File: src/hw/rtl/shecc_ram.sv
// Generic simple dual-port RAM with one write port and a registered read port.
module shecc_ram #(
    parameter int WIDTH = 8,
    parameter int DEPTH = 16
) (
    input  logic                                    clk,
    input  logic                                    we,
    input  logic [((DEPTH > 1) ? $clog2(DEPTH) : 1)-1:0] waddr,
    input  logic [WIDTH-1:0]                        wdata,
    input  logic [((DEPTH > 1) ? $clog2(DEPTH) : 1)-1:0] raddr,
    output logic [WIDTH-1:0]                        rdata
);

    logic [WIDTH-1:0] mem [DEPTH];

    // Write, then register the read word
    always_ff @(posedge clk)
    begin
        if (we)
        begin
            mem[waddr] <= wdata;
        end
        rdata <= mem[raddr];
    end

endmodule

File: config.mk
export PLATFORM = sky130hd
export DESIGN_NAME = shecc_ram
export DESIGN_NICKNAME = d
export VERILOG_FILES = /design/src/hw/rtl/shecc_ram.sv
export SDC_FILE = /design/constraint.sdc
export NUM_CORES = 1
export LEC_CHECK = 0
export BUFFER_PORTS_ARGS = -buffer_cell sky130_fd_sc_hd__buf_2
export CAP_MARGIN = 20
export CORE_MARGIN = 2
export CORE_UTILIZATION = 50
export CTS_CLUSTER_SIZE = 12
export DETAILED_ROUTE_END_ITERATION = 10
export GPL_ROUTABILITY_DRIVEN = 0
export PLACE_DENSITY_LB_ADDON = 0.2
export RECOVER_POWER = 100
export SYNTH_ARGS = -nofsm -noshare
export SYNTH_HDL_FRONTEND = slang
export SYNTH_SLANG_ARGS = --single-unit
File: constraint.sdc
create_clock -name clk -period 2.05 [get_ports clk]
set_input_delay 0 -clock clk [delete_from_list [all_inputs] [get_ports clk]]
set_output_delay 0 -clock clk [all_outputs]
set_load 0.005 [all_outputs]
==> flow_summary.ini <==
[floorplanning]
io_pins = 26
initial_core_util = 0.508
die_height_um = 105
dieArea_um2 = 11100
die_x_um = 105
coreArea_um2 = 10100
fp-row-count = 37

[detailed_routing]
vias = 2467
ant_nets = 0
drt_wl_total_um = 9560
drc = 0
detail_route.iter0.violations = 137
wl_per_cell_um = 21.7
routed_via_density = 5.61
first_pass_iters = 4

[placement]
dp_cells = 400
hpwl_um = 6010
numPortBuffers = 25
place_area_um2 = 5530

[global_routing]
grt_pass1_wl_um = 14700
first_global_vias = 2552
track_usage = 0.189
grt_start_max_net_pins = 33
overflow = 0
antenna_found_initial = 0

[worst_setup_path]
r2r-end = rdata[3]
cp.required_ps = 2440
cp.arrival_ps = 1780
reg2reg_from = mem[8][3]
critPathKind = reg2reg
end_kind = flip-flop
critical_path.max_stage_delay_ps = 490
ff2ff_setup_slack_ps = 670
slowest_stage = mux4_1
path_cells = mux4_1 > a22oi_1 > nand2_1
endpoint = rdata[3]
startpoint = mem[8][3]
critPathMaxFanout = 1
worstSetupStartpointType = flip-flop
r2r_cells = 3

[timing]
max_slew.worst_pin.slew_ps = 698
fin_tns_setup_ps = 0
hold_viol_final = 0
fin_worst_skew_ps = 9.94
setup_viol = 0
slew_violations = 0
clock.fmax_mhz = 724
slew_headroom = 0.535
hold_slack_ps = 58.4
rsz0062_at_grt = false
finalCriticalPeriod_ps = 1380
finalCritPeriodShare = 0.674

[layout]
num_antenna_cells = 0
final_cell_count_no_fill = 440
layout-drive-gt1-share = 0.191
seq_area_um2 = 4000
design_area_um2 = 6090
multi_input_area_um2 = 1060
nNetsFinal = 309
area_growth_syn_to_layout_pct = 18.3
fillCellCount = 745

[hold_path]
hold_class = in2reg
worstHoldStart = raddr[3]

[clock_network]
clk_latency_ps = 520
post_cts_resized = 0
path_clk_slew_ps = 60
cts_tree = done
ctsHtreeMaxLevel = 4
cts_buffer_depth = 2
clkSinkCount = 136
numCtsBuffers = 17
clockRootBuffer = clkbuf_8

[synthesis]
synth_cell_types = 19
synth-seq-cells = 136
synth-seq-area-share = 0.778
syn-num-nets = 247
postSynthCellCount = 229
synth_top_area_share = 0.747
synth.avg_cell_area_um2 = 22.5
ys_warn_count = 0
yosys.area.top_type = edfxtp_1
netlist_area_um2 = 5150
synth.area.top_cells = edfxtp_1 75%, mux4_2 7.9%, mux4_1 7.1%

[flow_run]
max_cap_violations = 0

[power]
cellPowerDensity_nw_per_um2 = 1020
vdd_ir_drop_max_mv = 0.457
p_leak_nw = 1.99
power_mw = 6.23

[outcome]
status = completed
==> worst min path at each step <==
stage                      to  cells past startpoint
floorplan           mem[0][0]                      0
global placement     rdata[2]                      1
detailed placement   rdata[7]                      1
CTS                 mem[0][0]                      3
global route         rdata[3]                      4
finish               rdata[3]                      4
==> cell families (layout without fill, tap and decap cells) <==
kind of cell | Yosys count | in the layout | synth area share
flops | 136 | 136 | 0.778
compound gates | 16 | 16 | 0.0233
simple gates | 35 | 35 | 0.0318
buf+inv | 10 | 85 | 0.0168
mux | 32 | 32 | 0.150
==> per-stage QoR <==
step | worst slack (ps) | util
floorplan | 557 | -
global placement | 444 | 0.546
detailed placement | 416 | 0.546
CTS | 651 | 0.609
global route | 566 | 0.601
finish | 668 | 0.601
==> metal layers <==
layer | routed length, µm | global-route usage
met2 | 4780 | 0.294
met3 | 586 | 0.0550
met5 | 0 | 0
met4 | 123 | 0.0667
met1 | 4080 | 0.258
==> worst max-delay path, delay by kind of cell, from the launching register on <==
kind | cells | cell delay, ps
compound gates | 1 | 320
flops | 1 | 360
mux | 1 | 490
simple gates | 1 | 80
==> what timing repair did <==
action,in CTS,in global routing
buffers inserted,0,0
hold endpoints to repair,128,0
hold buffers,8,0
==> flip-flops by register name, indices dropped and copies added (netlist names) <==
register	count
mem	128
rdata	8
==> cell type report <==
cell class                      count  area share
Clock buffer                       24      0.0756
Clock inverter                      8      0.0160
Multi-Input combinational cell     83       0.174
Sequential cell                   136       0.658
Tap cell                          136      0.0279
Timing Repair Buffer               53      0.0491
==> power breakdown <==
group          internal (mW)  switching (mW)  total (mW)  leakage, nW
clock                   1.79            1.03        2.82        0.265
sequential              3.11          0.0195        3.13         1.22
combinational          0.124           0.157       0.281        0.502
==> placed cells by master, fill, tap and decap left out, types with 4 or more instances in the layout <==
cell           count
nor2_1            13
nand2_1            9
edfxtp_1         128
nor3_1             4
mux4_2            18
dlygate4sd3_1      8
dfxtp_1            8
clkbuf_16         16
buf_2              8
a22oi_1           16
mux4_1            14
clkbuf_1          37
==> synth_stat cells, drive strengths merged <==
| library cell | n |
|---|---|
| nand2b | 2 |
| nor2b | 1 |
| a22oi | 16 |
| nand2 | 9 |
| buf | 7 |
| clkdlybuf4s25 | 3 |
| mux4 | 32 |
| and2b | 1 |
| dfxtp | 8 |
| nor3 | 4 |
| nand3 | 1 |
| edfxtp | 128 |
| nand3b | 2 |
| or3b | 1 |
| and2 | 1 |
| nor2 | 13 |
(Power assumes the default switching activity.)
