==> config.mk <==
export PLATFORM = sky130hd
export DESIGN_NAME = shecc_decode
export DESIGN_NICKNAME = d
export VERILOG_FILES = /design/src/hw/rtl/shecc_pkg.sv /design/src/hw/rtl/shecc_decode.sv
export SDC_FILE = /design/constraint.sdc
export NUM_CORES = 1
export LEC_CHECK = 0
export ABC_CLOCK_PERIOD_IN_PS = 2300
export BUFFER_PORTS_ARGS = -buffer_cell sky130_fd_sc_hd__buf_2
export CORE_AREA = 2 2 39 41
export DETAILED_ROUTE_END_ITERATION = 10
export DIE_AREA = 0 0 41 43
export SETUP_SLACK_MARGIN = 0.4
export SLEW_MARGIN = 20
export SYNTH_ARGS = -nofsm -noshare
export SYNTH_HDL_FRONTEND = slang
export SYNTH_SLANG_ARGS = --single-unit
export TNS_END_PERCENT = 50
==> constraint.sdc <==
create_clock -name vclk -period 2.3
set_input_delay 0.23 -clock vclk [all_inputs]
set_output_delay 0.23 -clock vclk [all_outputs]
set_load 0.01 [all_outputs]
==> src/hw/rtl/shecc_pkg.sv <==
// Shared types, codes and Hamming(13,8) SECDED helper functions.
package shecc_pkg;

    localparam int DEPTH  = 1024;
    localparam int RAM_AW = (DEPTH > 1) ? $clog2(DEPTH) : 1;
    localparam int WORD_W = 13;

    typedef enum logic [1:0] {
        REQ_WRITE  = 2'd0,
        REQ_READ   = 2'd1,
        REQ_INJECT = 2'd2
    } req_t;

    typedef enum logic [1:0] {
        STAT_OK     = 2'd0,
        STAT_PARITY = 2'd1,
        STAT_DOUBLE = 2'd2,
        STAT_SINGLE = 2'd3
    } status_t;

    typedef enum logic {
        ST_CLEAR,
        ST_RUN
    } state_t;

    // Stored codeword: chk[0] c1, chk[1] c2, chk[2] c4, chk[3] c8, chk[4] overall parity
    typedef struct packed {
        logic [4:0] chk;
        logic [7:0] data;
    } word_t;

    // Decoder verdict for one stored word
    typedef struct packed {
        status_t    status;
        logic [3:0] pos;
        logic       repair;
        logic [4:0] chk;
    } dec_t;

    // Four Hamming check bits plus overall parity
    function automatic logic [4:0] encode(input logic [7:0] d);
        logic c1;
        logic c2;
        logic c4;
        logic c8;
        c1 = d[0] ^ d[1] ^ d[3] ^ d[4] ^ d[6];
        c2 = d[0] ^ d[2] ^ d[3] ^ d[5] ^ d[6];
        c4 = d[1] ^ d[2] ^ d[3] ^ d[7];
        c8 = d[4] ^ d[5] ^ d[6] ^ d[7];
        return {(^d) ^ c1 ^ c2 ^ c4 ^ c8, c8, c4, c2, c1};
    endfunction

    // Flip codeword positions selected by the mask (bit 0 is overall parity)
    function automatic word_t inject(input word_t w, input logic [12:0] mask);
        word_t r;
        r.data = w.data ^ {mask[12], mask[11], mask[10], mask[9],
                           mask[7], mask[6], mask[5], mask[3]};
        r.chk  = w.chk ^ {mask[0], mask[8], mask[4], mask[2], mask[1]};
        return r;
    endfunction

endpackage

==> src/hw/rtl/shecc_decode.sv <==
// Syndrome and overall parity check of one stored codeword.
module shecc_decode (
    input  shecc_pkg::word_t word,
    output shecc_pkg::dec_t  dec
);

    logic [4:0] enc;
    logic [3:0] syn;
    logic       pw;
    logic       pw2;

    // Form syndrome and recomputed overall parity
    always_comb
    begin
        enc = shecc_pkg::encode(word.data);
        syn = enc[3:0] ^ word.chk[3:0];
        pw  = word.chk[4];
        pw2 = (^word.data) ^ (^word.chk[3:0]);
    end

    // Classify the error
    always_comb
    begin
        dec.status = shecc_pkg::STAT_OK;
        dec.pos    = 4'd0;
        dec.repair = 1'b0;
        dec.chk    = {pw2, word.chk[3:0]};
        if (syn == 4'd0)
        begin
            if (pw != pw2)
            begin
                dec.status = shecc_pkg::STAT_PARITY;
                dec.repair = 1'b1;
            end
        end
        else if ((pw == pw2) || (syn inside {[4'd13:4'd15]}))
        begin
            dec.status = shecc_pkg::STAT_DOUBLE;
        end
        else
        begin
            dec.status = shecc_pkg::STAT_SINGLE;
            dec.pos    = syn;
        end
    end

endmodule

==> results by group <==
Outcome
  – Outcome: completed

Yosys
  – Netlist cell types: 19
  – Share of the yosys chip area belonging to registers: 0%
  – Synth Area per Inst: ~11 µm²
  – Post-Syn Area: 400 µm²
  – Ranking of synthesized cells by area: xnor2_1 (18%), xnor3_1 (17%), buf_4 (9.4%), xnor2_4 (6.9%), xnor3_4 (6.6%)
  – Yosys top cell area share: between 10% and 20%
  – Post-Synthesis Cells: 37
  – Synthesis warning total: 0
  – Dominant cell type by area after synthesis: xnor2_1
  – Syn Nets: 50

GRT
  – Grt total ovfl: 0
  – Vias in the first global route: roughly 300
  – Largest net degree at the start of global routing: 7
  – Global-route wire length before repair: between 1 and 1.5 mm
  – Antenna violations before repair: 0
  – Total track usage: 9.56%

Power
  – Leak Pwr: 0.285 nW
  – Worst vdd ir: 0.000318 V
  – Power density over cell area: 624 nW/µm²

Finish
  – Share of cells above drive strength 1: 67.2%
  – Final sequential cell count: 0
  – Area delta synth->final: 40.3%
  – Post-route insts no fill: 74
  – FF+latch area: 0 µm²
  – Most frequent cells in the layout: buf_2 (22), xnor2_1 (7), xor2_1 (3), nor3_2 (3), buf_6 (3)
  – Final core occ: 40.6%
  – # diodes: 0
  – Clock buf count: 0
  – Nets: 73
  – Most common cell after layout, fill and taps aside: buf_2
  – Fillers: about 150

Timing
  – Fin crit share: 85.2%
  – Max Clk Rate: 0.511 GHz
  – Slew @ Worst Pin: 390 ps
  – Max-slew violations: 0
  – Unrepaired setup endpoints after global routing: true
  – Final Critical Period: 1960 ps
  – Final hold vios: 0
  – Final setup fails: 0
  – Normalized max-slew margin: 73.8%
  – Setup TNS: 0 ps

Placed design
  – Gpl congestion: 0.718
  – I/O Buffers: 25
  – DP HPWL: 650 µm
  – Inst Count DP: 73

Critical path
  – Worst setup EP type: output pin
  – Arr. time, crit path: 1730 ps
  – Critical Path Fanout Max: 6
  – Crit Path Class: input port to output pin
  – Worst setup SP type: input port
  – CP required: 2070 ps

Route
  – Iter 0 DRT Violations: 3
  – Via density per instance: about 4.5
  – Vias: 330
  – TritonRoute pass-1 iters: 2
  – Routed Antenna Nets: 0
  – Routed WL per cell: 10.5 µm
  – Drt total wl: 774 µm
  – Remaining DRCs: 0

Floorplanning
  – Die height: roughly 43 µm
  – Core area: between 1000 and 1500 µm²
  – Core Rows: 14
  – Area of the die: 1760 µm²
  – Io pins: 25
  – Initial core utilization: 28.9%
  – Die span in x: 41 µm

Hold path
  – Worst Hold Class: input port to output pin

Flow run
  – Max-Cap Viols: 0
-- final cells by class --
cell class / count / area, µm² / area share (%)
multi-input cells: 32 / 390 / 69.5
well taps: 16 / 20.0 / 3.56
repair buffers: 26 / 151 / 26.9
-- Yosys cell counts, drive strengths merged --
| cell type | number |
|---|---|
| nand2 | 2 |
| xor3 | 1 |
| or3 | 1 |
| nand3 | 1 |
| buf | 5 |
| xnor3 | 5 |
| nor3 | 3 |
| nor2 | 1 |
| a21oi | 2 |
| a21o | 1 |
| xor2 | 3 |
| a211oi | 2 |
| xnor2 | 10 |
-- per-layer routing --
| metal | global-route usage, % | part of all wire (%) | vias to the layer above |
|---|---|---|---|
| met1 | 14.2 | 41 | 148 |
| met3 | 0 | 8.8 | 0 |
| met5 | 0 | 0 | - |
| met4 | 0 | 0 | 0 |
| li1 | - | - | 168 |
| met2 | 15.9 | 50 | 14 |
-- power by group --
| group | internal (W) | switching, W |
|---|---|---|
| Sequential | 0 | 0 |
| Clock | 0 | 0 |
| Combinational | 0.000172 | 0.000179 |
-- through the flow --
stage	total power (W)	hold slack [ps]	worst slack, ps	area (µm²)
3_3_place_gp	0.000317	668	215	508
5_1_grt	0.000383	657	265	562
2_1_floorplan	0.000246	552	422	400
4_1_cts	0.000342	640	318	544
3_5_place_dp	0.000319	670	208	508
6_report	0.000351	643	341	562
-- worst max-delay path, cell delays in order --
cell,delay [ps]
buf_6,70
xnor3_2,440
xnor2_2,140
xnor3_2,520
a211oi_2,170
buf_2,160
-- repair_timing --
| item | CTS | global route |
|---|---|---|
| hold endpoints to repair | 0 | 0 |
| gates cloned | 0 | 0 |
| gates resized for setup | 6 | 3 |
| setup buffers | 1 | 0 |
| hold buffers | 0 | 0 |
| setup endpoints to repair | 6 | 8 |
| pin swaps | 6 | 2 |
-- final timing paths --
path,startpoint,end,slack [ps],cells past startpoint
hold / removal,word[9],dec[1],640,2
setup / recovery,word[5],dec[9],340,6
-- cell families after synthesis --
kind of cell	after synthesis	share of synthesized area, %
AOI/OAI and AO/OA	5	9.38
xor gates and xnor gates	19	70.6
buffers and inverters	5	9.38
and+or+nand+nor	8	10.6
(Power assumes the default switching activity.)
